==> src/rtl/sgw_pkg.sv <==
// ----------------------------------------------------------------------------
// Stereo gain / widener / soft clip package
// Shared widths, fixed-point constants, register indexes, state types and
// status structs for the stereo gain, widener and soft clip block.
// ----------------------------------------------------------------------------
package sgw_pkg;

	// Defaults for the top level parameters.
	localparam int SAMPLE_BITS_DEF = 16;
	localparam int COEFF_BITS_DEF  = 16;

	// Configuration register widths and port shape.
	localparam int GAIN_W     = 24;
	localparam int BOOST_W    = 16;
	localparam int COEFF_W    = 16;
	localparam int CFG_DATA_W = 24;
	localparam int CFG_IDX_W  = 2;

	localparam logic [GAIN_W-1:0]  GAIN_RST  = GAIN_W'(65536);
	localparam logic [BOOST_W-1:0] BOOST_RST = '0;
	localparam logic [COEFF_W-1:0] COEFF_RST = COEFF_W'(1274);

	// Fixed-point formats.
	localparam int GAIN_FRAC  = 16;
	localparam int BOOST_FRAC = 12;
	localparam int INT_FRAC   = 23;

	// Mid and side in Q.23 never exceed 2^31 in magnitude, the lowpass state
	// is a 32-bit word and the rebuilt left and right stay well inside 42 bits.
	localparam int MS_W  = 33;
	localparam int LP_W  = 32;
	localparam int VAL_W = 42;

	// Soft clip knee (0.9), full scale (1.0) and the range above the knee.
	localparam int KNEE_Q  = 7549747;
	localparam int ONE_Q   = 8388608;
	localparam int RANGE_Q = ONE_Q - KNEE_Q;
	localparam int MAG_W   = 24;

	// The knee is evaluated as R - ceil(R^2 / (R + d)), so the divider only
	// needs the constant numerator R^2. Its quotient is below R.
	localparam int QUO_W = $clog2(RANGE_Q);
	localparam logic [63:0] RANGE_SQ = 64'(RANGE_Q) * 64'(RANGE_Q);
	localparam logic [VAL_W-1:0] CLIP_NUM_HI = VAL_W'(RANGE_SQ >> QUO_W);
	localparam logic [QUO_W-1:0] CLIP_NUM_LO = RANGE_SQ[QUO_W-1:0];

	typedef enum logic [CFG_IDX_W-1:0] {
		CFG_LINEAR_GAIN   = 2'd0,
		CFG_SIDE_BOOST    = 2'd1,
		CFG_LOWPASS_COEFF = 2'd2,
		CFG_WIDEN_ENABLE  = 2'd3
	} cfg_idx_t;

	typedef enum logic [2:0] {
		ST_IDLE,
		ST_GAIN,
		ST_BYP,
		ST_START,
		ST_SIDE,
		ST_CLIP,
		ST_OUT
	} top_state_t;

	typedef enum logic [2:0] {
		LN_IDLE,
		LN_PREP,
		LN_DIV,
		LN_MAG,
		LN_FIN
	} lane_state_t;

	typedef struct packed {
		logic busy;
		logic done;
	} unit_status_t;

endpackage

==> src/rtl/sgw_side_path.sv <==
// ----------------------------------------------------------------------------
// Mid/side merge stage
// Combines the two gained lanes into mid and side, runs the side lowpass,
// boosts the part of side above it and rebuilds left and right in Q.23.
// ----------------------------------------------------------------------------
module sgw_side_path import sgw_pkg::*; #(
	parameter int SAMPLE_BITS = SAMPLE_BITS_DEF,
	parameter int COEFF_BITS  = COEFF_BITS_DEF
) (
	input  logic                                   clk,
	input  logic                                   arst_n,
	input  logic                                   start,
	input  logic signed [SAMPLE_BITS+GAIN_W:0]     gl,
	input  logic signed [SAMPLE_BITS+GAIN_W:0]     gr,
	input  logic [BOOST_W-1:0]                     side_boost,
	input  logic [COEFF_W-1:0]                     lowpass_coeff,
	output logic signed [VAL_W-1:0]                left_v,
	output logic signed [VAL_W-1:0]                right_v,
	output unit_status_t                           status
);

	localparam int GW     = SAMPLE_BITS + GAIN_W + 1;
	localparam int SUM_W  = GW + 1;
	localparam int SPLIT  = SAMPLE_BITS - 1 + GAIN_FRAC + 1 - INT_FRAC;
	localparam int DIF_W  = MS_W + 1;
	localparam int PROD_W = DIF_W + COEFF_W + 2;
	localparam int HB_W   = DIF_W + BOOST_W + 1;
	localparam int NSTG   = 8;
	localparam logic [31:0] A_MAX = 32'(1) << COEFF_BITS;
	localparam logic signed [PROD_W:0] LP_MAX =
		{{(PROD_W-LP_W+1){1'b0}}, 1'b0, {(LP_W-1){1'b1}}};
	localparam logic signed [PROD_W:0] LP_MIN =
		{{(PROD_W-LP_W+2){1'b1}}, {(LP_W-1){1'b0}}};

	logic [NSTG-1:0] stg_q;

	logic signed [LP_W-1:0]   lp_q;
	logic signed [MS_W-1:0]   mid_s1;
	logic signed [MS_W-1:0]   side_s1;
	logic signed [DIF_W-1:0]  diff_s2;
	logic signed [PROD_W-1:0] prod_s3;
	logic signed [DIF_W-1:0]  high_s5;
	logic signed [HB_W-1:0]   hb_s6;
	logic signed [VAL_W-1:0]  sv_s7;
	logic signed [VAL_W-1:0]  left_s8;
	logic signed [VAL_W-1:0]  right_s8;

	logic signed [SUM_W-1:0]   sum_c;
	logic signed [SUM_W-1:0]   dif_c;
	logic signed [SUM_W-1:0]   midr_c;
	logic signed [SUM_W-1:0]   sider_c;
	logic signed [COEFF_W+1:0] a_c;
	logic signed [BOOST_W:0]   bst_c;
	logic signed [DIF_W-1:0]   hi_c;
	logic signed [PROD_W-1:0]  step_c;
	logic signed [PROD_W:0]    lpn_c;
	logic signed [HB_W-1:0]    hbr_c;

	always_comb begin
		sum_c   = SUM_W'(gl) + SUM_W'(gr);
		dif_c   = SUM_W'(gl) - SUM_W'(gr);
		midr_c  = (sum_c + SUM_W'(2**(SPLIT-1))) >>> SPLIT;
		sider_c = (dif_c + SUM_W'(2**(SPLIT-1))) >>> SPLIT;
		a_c     = (32'(lowpass_coeff) > A_MAX) ? $signed({1'b0, A_MAX[COEFF_W:0]})
		                                       : $signed({2'b0, lowpass_coeff});
		bst_c   = $signed({1'b0, side_boost});
		hi_c    = DIF_W'(side_s1) - DIF_W'(lp_q);
		step_c  = (prod_s3 + PROD_W'(2**(COEFF_BITS-1))) >>> COEFF_BITS;
		lpn_c   = (PROD_W+1)'(lp_q) + (PROD_W+1)'(step_c);
		hbr_c   = (hb_s6 + HB_W'(2**(BOOST_FRAC-1))) >>> BOOST_FRAC;
	end

	always_ff @(posedge clk or negedge arst_n) begin
		if (!arst_n) begin
			stg_q <= '0;
			lp_q  <= '0;
		end else begin
			stg_q <= {stg_q[NSTG-2:0], start};
			if (stg_q[2]) begin
				if (lpn_c > LP_MAX) begin
					lp_q <= LP_MAX[LP_W-1:0];
				end else if (lpn_c < LP_MIN) begin
					lp_q <= LP_MIN[LP_W-1:0];
				end else begin
					lp_q <= lpn_c[LP_W-1:0];
				end
			end
		end
	end

	always_ff @(posedge clk) begin
		if (start) begin
			mid_s1  <= midr_c[MS_W-1:0];
			side_s1 <= sider_c[MS_W-1:0];
		end
		if (stg_q[0]) diff_s2 <= hi_c;
		if (stg_q[1]) prod_s3 <= diff_s2 * a_c;
		if (stg_q[3]) high_s5 <= hi_c;
		if (stg_q[4]) hb_s6 <= high_s5 * bst_c;
		if (stg_q[5]) sv_s7 <= VAL_W'(side_s1) + VAL_W'(hbr_c);
		if (stg_q[6]) begin
			left_s8  <= VAL_W'(mid_s1) + sv_s7;
			right_s8 <= VAL_W'(mid_s1) - sv_s7;
		end
	end

	assign left_v      = left_s8;
	assign right_v     = right_s8;
	assign status.busy = |stg_q;
	assign status.done = stg_q[NSTG-1];

endmodule

==> config.mk <==
export PLATFORM = sky130hd
export DESIGN_NAME = sgw_side_path
export DESIGN_NICKNAME = d
export VERILOG_FILES = /design/src/rtl/sgw_pkg.sv /design/src/rtl/sgw_side_path.sv
export SDC_FILE = /design/constraint.sdc
export NUM_CORES = 2
export LEC_CHECK = 0
export BUFFER_PORTS_ARGS = -buffer_cell sky130_fd_sc_hd__buf_2
export CAP_MARGIN = 20
export CORE_MARGIN = 3
export CORE_UTILIZATION = 50
export CTS_BUF_LIST = sky130_fd_sc_hd__clkbuf_16
export DETAILED_ROUTE_END_ITERATION = 8
export GPL_TIMING_DRIVEN = 0
export PLACE_DENSITY_LB_ADDON = 0.25
export SETUP_SLACK_MARGIN = 0.3
export SYNTH_ARGS = -nofsm -noshare
export SYNTH_HDL_FRONTEND = slang
export SYNTH_SLANG_ARGS = --single-unit
==> constraint.sdc <==
create_clock -name clk -period 8.6 [get_ports clk]
set_clock_uncertainty 0.1 [all_clocks]
set_input_delay 0.43 -clock clk [delete_from_list [all_inputs] [get_ports clk]]
set_output_delay 0.43 -clock clk [all_outputs]
set_load 0.02 [all_outputs]
==> flow_summary.ini <==
[run_status]
status = complete, no violations

[floorplanning]
io_pins = 203
die_area_sq_um = 131000
die_w_um = 362
fp.dieH_um = 362
start_util_pct = 50.8
coreArea_sq_um = 125000
row_count = 129

[sta]
slew_violations = 0
worst_slew_pin_slew_ps = 1000
period_needed_ps = 8000
relSlewSlack_pct = 32.8
hold_viol_final = 0
grt_setup_unrepaired = true
setup_viol = 0
max_freq_ghz = 0.125
fin_crit_sh_pct = 93.0
finalSetupTns_ps = 0

[cells_and_area]
n_fill_cell = 11400
drive_gt1_share_pct = 4.73
nNetsFinal = 8779
seq_area_sq_um = 11000
final_cell_area_sq_um = 67900
diodes = 0
multiInputGateArea_sq_um = 45900
area_growth_syn_to_layout_pct = 7.36

[place]
io_buffers = 198
hpwl_um = 149000
placed_area_sq_um = 66400
gp_congestion = 0.963

[synthesis]
ys_top_cells_by_count = 1450 x inv_1, 1035 x fa_1, 829 x nand2_1, 586 x ha_1, 425 x and2_1
ys_ff_latch = 373
yosysWarnings = 0
syn_inst = 6791
synth_edf_count = 333
ys_seq_area_share_pct = 17.4
synth_top_area_cell = fa_1
syn_avg_cell_area_sq_um = 9.32
syn_nets = 8529
post-synth-top-count-cell = inv_1
ys.flop_type = edfxtp_1
synth-async-reset-ratio_pct = 10.7
yosys.area.top_type_share_pct = 32.7
netlist_top_cells_area = fa_1 33%, edfxtp_1 16%, ha_1 12%
syn_area_sq_um = 63300
yosysUniqueCellTypes = 75

[cts]
cts_root_buf = clkbuf_16
cts_made_buffers = 43
clkTransAtPathRegs_ps = 60
cts_max_level = 2
worstSkewPairLatency_ps = 590
clockBufferDepth = 3
clock-sinks = 373
cts_tree = yes

[worst_setup_path]
reg2reg_slack_ps = 600
cp_max_fo = 10
crit_end = prod_s3[50]$_DFFE_PP_
cp_common_cell = fa_1
path_class = reg -> reg
cp_top_family = adder cells
crit_path_start = diff_s2[10]$_DFFE_PP_
r2r_end = prod_s3[50]$_DFFE_PP_
reg2reg_from = diff_s2[10]$_DFFE_PP_
cpMaxStageDelayCell = edfxtp_1
crit_required_ps = 8810
worstPathBufferInverterCount = 4
worstPathCellList = clkbuf_1 -> nand2_1 -> fa_1 -> fa_1 -> fa_1 -> inv_1 -> fa_1 -> fa_1 -> inv_1 -> fa_1 -> inv_1 -> ha_1 -> a211o_1 -> a21oi_1 -> nand2_1 -> o211ai_1 -> a31oi_1 -> o31ai_1 -> a21boi_1 -> o21ai_0 -> nand2b_1 -> a221oi_1 -> xnor2_1
reg2regPathDepth = 23
cp.arrival_ps = 8210
crit_path_start_kind = register
slowest_delay_ps = 590
path_depth = 23
crit_path_end_kind = register

[routing]
wl_um = 177000
drt_iter0_markers = 3747
drtAntennaViolNets = 0
post_drt_wl_per_cell_um = 20.3
avgViaCountPerCell = 5.47
num_vias = 47600
drc = 0
dr.pass1.iters = 6

[min_path]
worstHoldPathType = in -> reg

[job]
drv_cap = 0

[global_route]
grt_usage_pct = 27.4
grt_pass1_wl_um = 279000
grt-ovfl-total = 0
grt_pass1_vias = 49800
antenna_found_initial = 12
grt_max_degree = 75
## cell families (layout without fill, tap and decap cells)
group | Yosys count | in the layout | synth area share (%)
and+or+nand+nor | 1887 | 1887 | 14.2
AOI/OAI and AO/OA | 862 | 862 | 8.98
buffers and inverters | 1683 | 1967 | 10.0
DFF | 373 | 373 | 17.4
muxes | 1 | 1 | 0.0158
adders and majority gates | 1621 | 1621 | 44.3
xor gates and xnor gates | 364 | 364 | 5.04
## worst min-delay path by stage
| stage | startpoint | to | slack, ps | cells past startpoint |
|---|---|---|---|---|
| final | start | mid_s1[13]$_DFFE_PP_ | 220 | 1 |
| after detailed placement | stg_q[2]$_DFF_PN0_ | stg_q[3]$_DFF_PN0_ | 360 | 0 |
| after global placement | stg_q[2]$_DFF_PN0_ | stg_q[3]$_DFF_PN0_ | 360 | 0 |
| after floorplan | arst_n | lp_q[0]$_DFFE_PN0P_ | 30 | 0 |
| after global routing | start | mid_s1[14]$_DFFE_PP_ | 220 | 1 |
| after CTS | start | mid_s1[13]$_DFFE_PP_ | 200 | 1 |
## layout make-up
type	count	area share, %
plain buffers	233	1.36
flip-flops and latches	373	16.2
well taps	1637	3.02
repair buffers	205	1.65
inverters	1450	8.01
clock inverters	35	0.519
multi-input cells	4735	67.6
clock buffers	44	1.62
## state kept, by name, summed over array words and instances, names as in the netlist, 32 cells and up
register / cells
diff_s2: 34
hb_s6: 40
high_s5: 34
left_v: 42
lp_q: 32
mid_s1: 33
prod_s3: 36
right_v: 41
side_s1: 33
sv_s7: 40
## stage by stage
stage | utilization, % | cells | setup slack [ps] | hold WS, ps
floorplan | - | 6791 | 1570 | 34.4
global placement | 53.2 | 8626 | 20.0 | 356
detailed placement | 53.3 | 8630 | -19.7 | 357
CTS | 54.5 | 8710 | 303 | 199
global route | 54.5 | 8712 | 298 | 216
finish | 54.5 | 8712 | 600 | 218
## metal layers
layer  up-vias  track usage [%]  share of wire, %
met5         -                0            0.0074
met4         2             9.07               3.9
met3       353             4.02               7.5
met2      1736             45.4                47
met1     23800             37.2                42
li1      21800                -                 -
## cell usage in the layout (no fill, tap or decap), drive strengths merged, types with 40 or more instances in the layout
cell type  netlist  layout
a21o           120     120
a21oi          272     272
and2           425     425
buf             16     220
clkbuf         217     261
dfrtp           40      40
edfxtp         333     333
fa            1035    1035
ha             586     586
inv           1450    1458
nand2          829     829
nand2b          41      41
nand3           83      83
nand4           49      49
nor2           236     236
nor2b           53      53
nor3            72      72
o21a            56      56
o21ai          134     134
o21bai          45      45
xnor2          271     271
xor2            93      93
## what timing repair did
item                       CTS  global route
hold buffers                 1             0
resized for setup            1            31
setup endpoints to repair    3            14
hold endpoints to repair    40             0
buffers inserted             0             2
Power is not shown: default switching activity piles up to over one toggle a cycle in this logic, so the estimate is an artifact.
