===== config.mk =====
export PLATFORM = sky130hd
export DESIGN_NAME = sgw_clip_lane
export DESIGN_NICKNAME = d
export VERILOG_FILES = /design/src/rtl/sgw_pkg.sv /design/src/rtl/sgw_clip_lane.sv
export SDC_FILE = /design/constraint.sdc
export NUM_CORES = 1
export LEC_CHECK = 0
export ABC_AREA = 0
export BUFFER_PORTS_ARGS = -buffer_cell sky130_fd_sc_hd__buf_2
export CORE_MARGIN = 2
export CORE_UTILIZATION = 57
export CTS_CLUSTER_DIAMETER = 80
export DETAILED_ROUTE_END_ITERATION = 6
export PLACE_DENSITY = 0.87
export SETUP_SLACK_MARGIN = 0.3
export SLEW_MARGIN = 20
export SYNTH_ARGS = -nofsm -noshare
export SYNTH_HDL_FRONTEND = slang
export SYNTH_SLANG_ARGS = --single-unit

===== constraint.sdc =====
create_clock -name clk -period 6.1 [get_ports clk]
set_clock_uncertainty 0.15 [all_clocks]
set_input_delay 0 -clock clk [delete_from_list [all_inputs] [get_ports clk]]
set_output_delay 0 -clock clk [all_outputs]
set_load 0.01 [all_outputs]

===== src/rtl/sgw_pkg.sv =====
// ----------------------------------------------------------------------------
// Stereo gain / widener / soft clip package
// Shared widths, fixed-point constants, register indexes, state types and
// status structs for the stereo gain, widener and soft clip block.
// ----------------------------------------------------------------------------
package sgw_pkg;

	// Defaults for the top level parameters.
	localparam int SAMPLE_BITS_DEF = 16;
	localparam int COEFF_BITS_DEF  = 16;

	// Configuration register widths and port shape.
	localparam int GAIN_W     = 24;
	localparam int BOOST_W    = 16;
	localparam int COEFF_W    = 16;
	localparam int CFG_DATA_W = 24;
	localparam int CFG_IDX_W  = 2;

	localparam logic [GAIN_W-1:0]  GAIN_RST  = GAIN_W'(65536);
	localparam logic [BOOST_W-1:0] BOOST_RST = '0;
	localparam logic [COEFF_W-1:0] COEFF_RST = COEFF_W'(1274);

	// Fixed-point formats.
	localparam int GAIN_FRAC  = 16;
	localparam int BOOST_FRAC = 12;
	localparam int INT_FRAC   = 23;

	// Mid and side in Q.23 never exceed 2^31 in magnitude, the lowpass state
	// is a 32-bit word and the rebuilt left and right stay well inside 42 bits.
	localparam int MS_W  = 33;
	localparam int LP_W  = 32;
	localparam int VAL_W = 42;

	// Soft clip knee (0.9), full scale (1.0) and the range above the knee.
	localparam int KNEE_Q  = 7549747;
	localparam int ONE_Q   = 8388608;
	localparam int RANGE_Q = ONE_Q - KNEE_Q;
	localparam int MAG_W   = 24;

	// The knee is evaluated as R - ceil(R^2 / (R + d)), so the divider only
	// needs the constant numerator R^2. Its quotient is below R.
	localparam int QUO_W = $clog2(RANGE_Q);
	localparam logic [63:0] RANGE_SQ = 64'(RANGE_Q) * 64'(RANGE_Q);
	localparam logic [VAL_W-1:0] CLIP_NUM_HI = VAL_W'(RANGE_SQ >> QUO_W);
	localparam logic [QUO_W-1:0] CLIP_NUM_LO = RANGE_SQ[QUO_W-1:0];

	typedef enum logic [CFG_IDX_W-1:0] {
		CFG_LINEAR_GAIN   = 2'd0,
		CFG_SIDE_BOOST    = 2'd1,
		CFG_LOWPASS_COEFF = 2'd2,
		CFG_WIDEN_ENABLE  = 2'd3
	} cfg_idx_t;

	typedef enum logic [2:0] {
		ST_IDLE,
		ST_GAIN,
		ST_BYP,
		ST_START,
		ST_SIDE,
		ST_CLIP,
		ST_OUT
	} top_state_t;

	typedef enum logic [2:0] {
		LN_IDLE,
		LN_PREP,
		LN_DIV,
		LN_MAG,
		LN_FIN
	} lane_state_t;

	typedef struct packed {
		logic busy;
		logic done;
	} unit_status_t;

endpackage


===== src/rtl/sgw_clip_lane.sv =====
// ----------------------------------------------------------------------------
// Soft clip lane
// Takes one rebuilt channel value in Q.23, applies the rational soft knee
// with a bit-serial divider and rounds and saturates it to the sample width.
// ----------------------------------------------------------------------------
module sgw_clip_lane import sgw_pkg::*; #(
	parameter int SAMPLE_BITS = SAMPLE_BITS_DEF
) (
	input  logic                          clk,
	input  logic                          arst_n,
	input  logic                          start,
	input  logic signed [VAL_W-1:0]       value,
	output logic signed [SAMPLE_BITS-1:0] result,
	output unit_status_t                  status
);

	localparam int OUT_SH = INT_FRAC - (SAMPLE_BITS - 1);
	localparam int CNT_W  = $clog2(QUO_W);
	localparam logic signed [MAG_W:0] RND_HALF = (MAG_W+1)'((2**OUT_SH) / 2);
	localparam logic signed [MAG_W:0] OUT_HI   = (MAG_W+1)'(2**(SAMPLE_BITS-1) - 1);
	localparam logic signed [MAG_W:0] OUT_LO   = -(MAG_W+1)'(2**(SAMPLE_BITS-1));

	lane_state_t state_q, state_d;
	logic [CNT_W-1:0] cnt_q;

	logic                   neg_q;
	logic                   over_q;
	logic [VAL_W-1:0]       av_q;
	logic [VAL_W-1:0]       den_q;
	logic [VAL_W-1:0]       rem_q;
	logic [QUO_W-1:0]       num_q;
	logic [QUO_W-1:0]       quo_q;
	logic [MAG_W-1:0]       mag_q;
	logic signed [SAMPLE_BITS-1:0] res_q;

	logic [VAL_W:0]         trial_c;
	logic                   ge_c;
	logic [QUO_W:0]         ceil_c;
	logic signed [MAG_W:0]  ys_c;
	logic signed [MAG_W:0]  rnd_c;
	logic                   last_c;

	assign last_c = (cnt_q == CNT_W'(QUO_W - 1));

	always_ff @(posedge clk or negedge arst_n) begin
		if (!arst_n) begin
			state_q <= LN_IDLE;
			cnt_q   <= '0;
		end else begin
			state_q <= state_d;
			if (state_q == LN_DIV) begin
				cnt_q <= last_c ? '0 : cnt_q + 1'b1;
			end
		end
	end

	always_comb begin
		state_d = state_q;
		case (state_q)
			LN_IDLE: if (start) state_d = LN_PREP;
			LN_PREP: state_d = LN_DIV;
			LN_DIV:  if (last_c) state_d = LN_MAG;
			LN_MAG:  state_d = LN_FIN;
			LN_FIN:  state_d = LN_IDLE;
			default: state_d = LN_IDLE;
		endcase
	end

	// Restoring division step: one quotient bit per cycle.
	always_comb begin
		trial_c = {rem_q, num_q[QUO_W-1]};
		ge_c    = (trial_c >= {1'b0, den_q});
		ceil_c  = {1'b0, quo_q} + (QUO_W+1)'(rem_q != '0);
		ys_c    = neg_q ? -$signed({1'b0, mag_q}) : $signed({1'b0, mag_q});
		rnd_c   = (ys_c + RND_HALF) >>> OUT_SH;
	end

	always_ff @(posedge clk) begin
		case (state_q)
			LN_IDLE: begin
				if (start) begin
					neg_q <= value[VAL_W-1];
					av_q  <= value[VAL_W-1] ? VAL_W'(-value) : VAL_W'(value);
				end
			end
			LN_PREP: begin
				over_q <= (av_q > VAL_W'(KNEE_Q));
				den_q  <= av_q - VAL_W'(KNEE_Q - RANGE_Q);
				rem_q  <= CLIP_NUM_HI;
				num_q  <= CLIP_NUM_LO;
				quo_q  <= '0;
			end
			LN_DIV: begin
				rem_q <= ge_c ? VAL_W'(trial_c - {1'b0, den_q}) : trial_c[VAL_W-1:0];
				quo_q <= {quo_q[QUO_W-2:0], ge_c};
				num_q <= {num_q[QUO_W-2:0], 1'b0};
			end
			LN_MAG: begin
				mag_q <= over_q ? MAG_W'(ONE_Q) - MAG_W'(ceil_c) : av_q[MAG_W-1:0];
			end
			LN_FIN: begin
				if (rnd_c > OUT_HI) begin
					res_q <= OUT_HI[SAMPLE_BITS-1:0];
				end else if (rnd_c < OUT_LO) begin
					res_q <= OUT_LO[SAMPLE_BITS-1:0];
				end else begin
					res_q <= rnd_c[SAMPLE_BITS-1:0];
				end
			end
			default: ;
		endcase
	end

	assign result      = res_q;
	assign status.busy = (state_q != LN_IDLE);
	assign status.done = (state_q == LN_FIN);

endmodule


==> reports/qor.yml <==
synth_compound_area_frac: 0.156
yosysWarningCount: 0
worst_setup_path_end_kind: "register"
relSlewSlack: 0.329
dr.first_iter.drc_count: 1119
startpoint: "mag_q[3]"
cts_resized: 0
post_drt_wl_per_cell_microns: 19.0
hold_buffers: 75
clockRootBuffer: "clkbuf_16"
gp_congestion: 0.912
ir_drop_mv: 0.288
crit_slowest_cell: "a32oi_1"
antenna_left: 0
cp_data_arrival_time_ns: 5.08
cts_buffers: 23
path_cells: "or4_1, or3_1, nand2_1, xnor2_1, ha_1, nand2_1, or4_1, o211ai_1, o21ai_1, nor2_1, o211ai_1, a32oi_1, o21ai_0"
period_needed_ns: 5.01
die_h_microns: 160
synth_xor_area_frac: 0.0906
coreArea_sq_um: 24200
synth_top_family_by_area: "simple AND/OR/NAND/NOR gates"
ios: 63
overflow: 0
place_hpwl_mm: 22.3
syn-cell-area_sq_um: 13900
async_flop_share: 0.0370
start_kind: "register"
cts_setup_buffers: 0
drive_gt1_frac: 0.0980
grt_first_pass_wirelength_mm: 56.2
place_area_sq_um: 14500
p_leak_nw: 6.21
synthCells: 1379
yosys.area_share.simple: 0.163
cts_buffer_depth: 3
crit_required_ns: 6.16
criticalPathCategory: "reg2reg"
fin_tns_setup_ns: 0
synth_nets: 1494
cp_slowest_stage_delay_ns: 0.81
status: "finished, final reports clean"
synth_cell_type_count: 77
syn_avg_cell_area_sq_um: 10.1
cts.sinks: 216
holdPathStages: 2
reg2regPathDepth: 13
placement_rows: 57
syn_to_final_growth_pct: 15.6
start_util: 0.576
port_buffers: 62
dieArea_sq_um: 25700
tritoncts: "yes"
rsz0062_at_grt: "false"
drv_cap: 0
slew_violations: 0
synth_edf_count: 208
first_global_vias: 11200
finalHoldViolCount: 0
dp_slack_ns: 1.05
hold_path.class: "in2reg"
power_density_nw_per_um2: 552
fmax_mhz: 200
drc_errors: 0
synth_mux_area_frac: 0.0249
routed_wl_mm: 35.2
synth_fa_ha_area_frac: 0.0635
first_pass_iters: 6
clk_pin_slew_worst_paths_ns: 0.06
ys_seq_area_frac: 0.463
synth_seq_cells: 216
antenna_found_initial: 2
die_x_microns: 160
cp_max_fo: 15
insertion_delay_ns: 0.53
nNetsFinal: 1619
holdWs_ns: 0.142
grtUsageTotal: 0.268
setup_viol: 0
fin_crit_sh: 0.822
worst_pin_slew_ns: 1.01
fin_ws_ns: 1.09
grt_max_degree: 83
reg2reg_to: "result[4]"
via_count: 11600
stdcell_area_sq_um: 16100
ys.flop_type: "edfxtp_1"
vias_per_cell: 6.27
r2r-start: "mag_q[3]"
h-tree-depth: 1
endpoint: "result[4]"
r2r_slack_ns: 1.09
==> report_power, final <==
group / internal, W / total (W) / leakage (nW) / switching, W
Sequential: 0.00248 / 0.00291 / 2.03 / 0.000429
Clock: 0.000786 / 0.00141 / 0.355 / 0.000620
Combinational: 0.00188 / 0.00457 / 3.83 / 0.00269
Total: 0.00515 / 0.00889 / 6.21 / 0.00374
==> flip-flops by register name (all words and copies together) (netlist names) <==
name / flops
state_q: 3
neg_q: 1
result: 16
rem_q: 42
cnt_q: 5
num_q: 20
quo_q: 20
mag_q: 24
over_q: 1
den_q: 42
av_q: 42
==> worst min-delay path by stage <==
stage,startpoint,to
2_1_floorplan,arst_n,cnt_q[0]
3_3_place_gp,arst_n,cnt_q[4]
4_1_cts,value[0],av_q[0]
6_report,value[0],av_q[0]
5_1_grt,value[0],av_q[0]
3_5_place_dp,arst_n,cnt_q[4]
==> worst max-delay path: cells and delay by family, from the launching register on <==
family          cells  cell delay (ns)
compound gates      5             1.80
xor+xnor            1             0.13
fa+ha+maj           1             0.25
flops               1             0.40
simple gates        6             1.97
==> cell usage after synthesis, types with 4 or more instances <==
cell type	instances	area share
and3_1	15	0.0067
a211oi_1	14	0.0076
o211ai_1	16	0.0086
nand2b_1	27	0.012
nand2_1	113	0.030
and2_1	13	0.0058
a21oi_1	82	0.029
clkbuf_1	41	0.011
nor3_1	33	0.012
a311oi_1	4	0.0025
nor2_1	100	0.027
nor3b_1	6	0.0032
ha_1	69	0.062
a21o_1	37	0.020
xor2_1	28	0.018
o311ai_0	8	0.0050
nor2b_1	7	0.0031
o21ai_0	78	0.028
o31ai_1	21	0.011
nand4_1	21	0.0094
a31oi_1	6	0.0027
or2_2	6	0.0027
edfxtp_1	208	0.45
mux2i_1	20	0.014
xnor2_1	116	0.073
mux2_2	13	0.011
nor4_1	25	0.011
nand3b_1	6	0.0032
dfrtp_1	8	0.014
a211o_1	5	0.0031
inv_1	96	0.026
o41ai_1	7	0.0044
or3_1	17	0.0076
nand3_1	21	0.0076
or4_1	14	0.0076
o21bai_1	10	0.0054
==> metal layers <==
layer	part of all wire	vias up	track usage
met1	0.40	5463	0.351
li1	-	5346	-
met5	0	-	0
met3	0.080	129	0.0379
met2	0.48	635	0.447
met4	0.047	0	0.120
==> metrics by stage <==
| step | utilization | std cells | total power [W] |
|---|---|---|---|
| 2_1_floorplan | - | 1379 | 0.00622 |
| 3_3_place_gp | 0.601 | 1726 | 0.00706 |
| 3_5_place_dp | 0.601 | 1726 | 0.00722 |
| 4_1_cts | 0.663 | 1842 | 0.00873 |
| 5_1_grt | 0.666 | 1846 | 0.00945 |
| 6_report | 0.666 | 1846 | 0.00889 |
==> cell families (layout without fill, tap and decap cells) <==
| family | after synthesis | after routing |
|---|---|---|
| AOI/OAI and AO/OA | 330 | 330 |
| xor gates and xnor gates | 144 | 144 |
| adders and majority gates | 70 | 70 |
| buffers and inverters | 142 | 283 |
| DFF | 216 | 216 |
| muxes | 33 | 33 |
| other | 0 | 2 |
| and+or+nand+nor | 444 | 444 |
==> final cells by class <==
type / instances / area (sq um)
Timing Repair Buffer: 144 / 1140
Multi-Input combinational cell: 1021 / 6980
Sequential cell: 216 / 6450
Antenna cell: 2 / 5.00
Inverter: 98 / 368
Fill cell: 1703 / 8080
Clock inverter: 17 / 168
Tap cell: 324 / 405
Clock buffer: 24 / 579
==> layout by cell type, fill, tap and decap left out, types with 10 or more instances in the layout <==
| master | n |
|---|---|
| mux2i_1 | 20 |
| a21oi_1 | 81 |
| edfxtp_1 | 208 |
| nor2_1 | 99 |
| inv_1 | 96 |
| buf_2 | 62 |
| a21o_1 | 37 |
| xor2_1 | 28 |
| o21ai_0 | 78 |
| clkbuf_16 | 23 |
| a211oi_1 | 14 |
| nor3_1 | 33 |
| nor4_1 | 25 |
| dlygate4sd3_1 | 75 |
| xnor2_1 | 116 |
| mux2_2 | 13 |
| or4_1 | 14 |
| nand4_1 | 21 |
| nand3_1 | 21 |
| o211ai_1 | 16 |
| nand2b_1 | 27 |
| and2_1 | 13 |
| o21bai_1 | 10 |
| ha_1 | 69 |
| nand2_1 | 113 |
| or3_1 | 17 |
| o31ai_1 | 21 |
| and3_1 | 15 |
(Power assumes the default switching activity.)
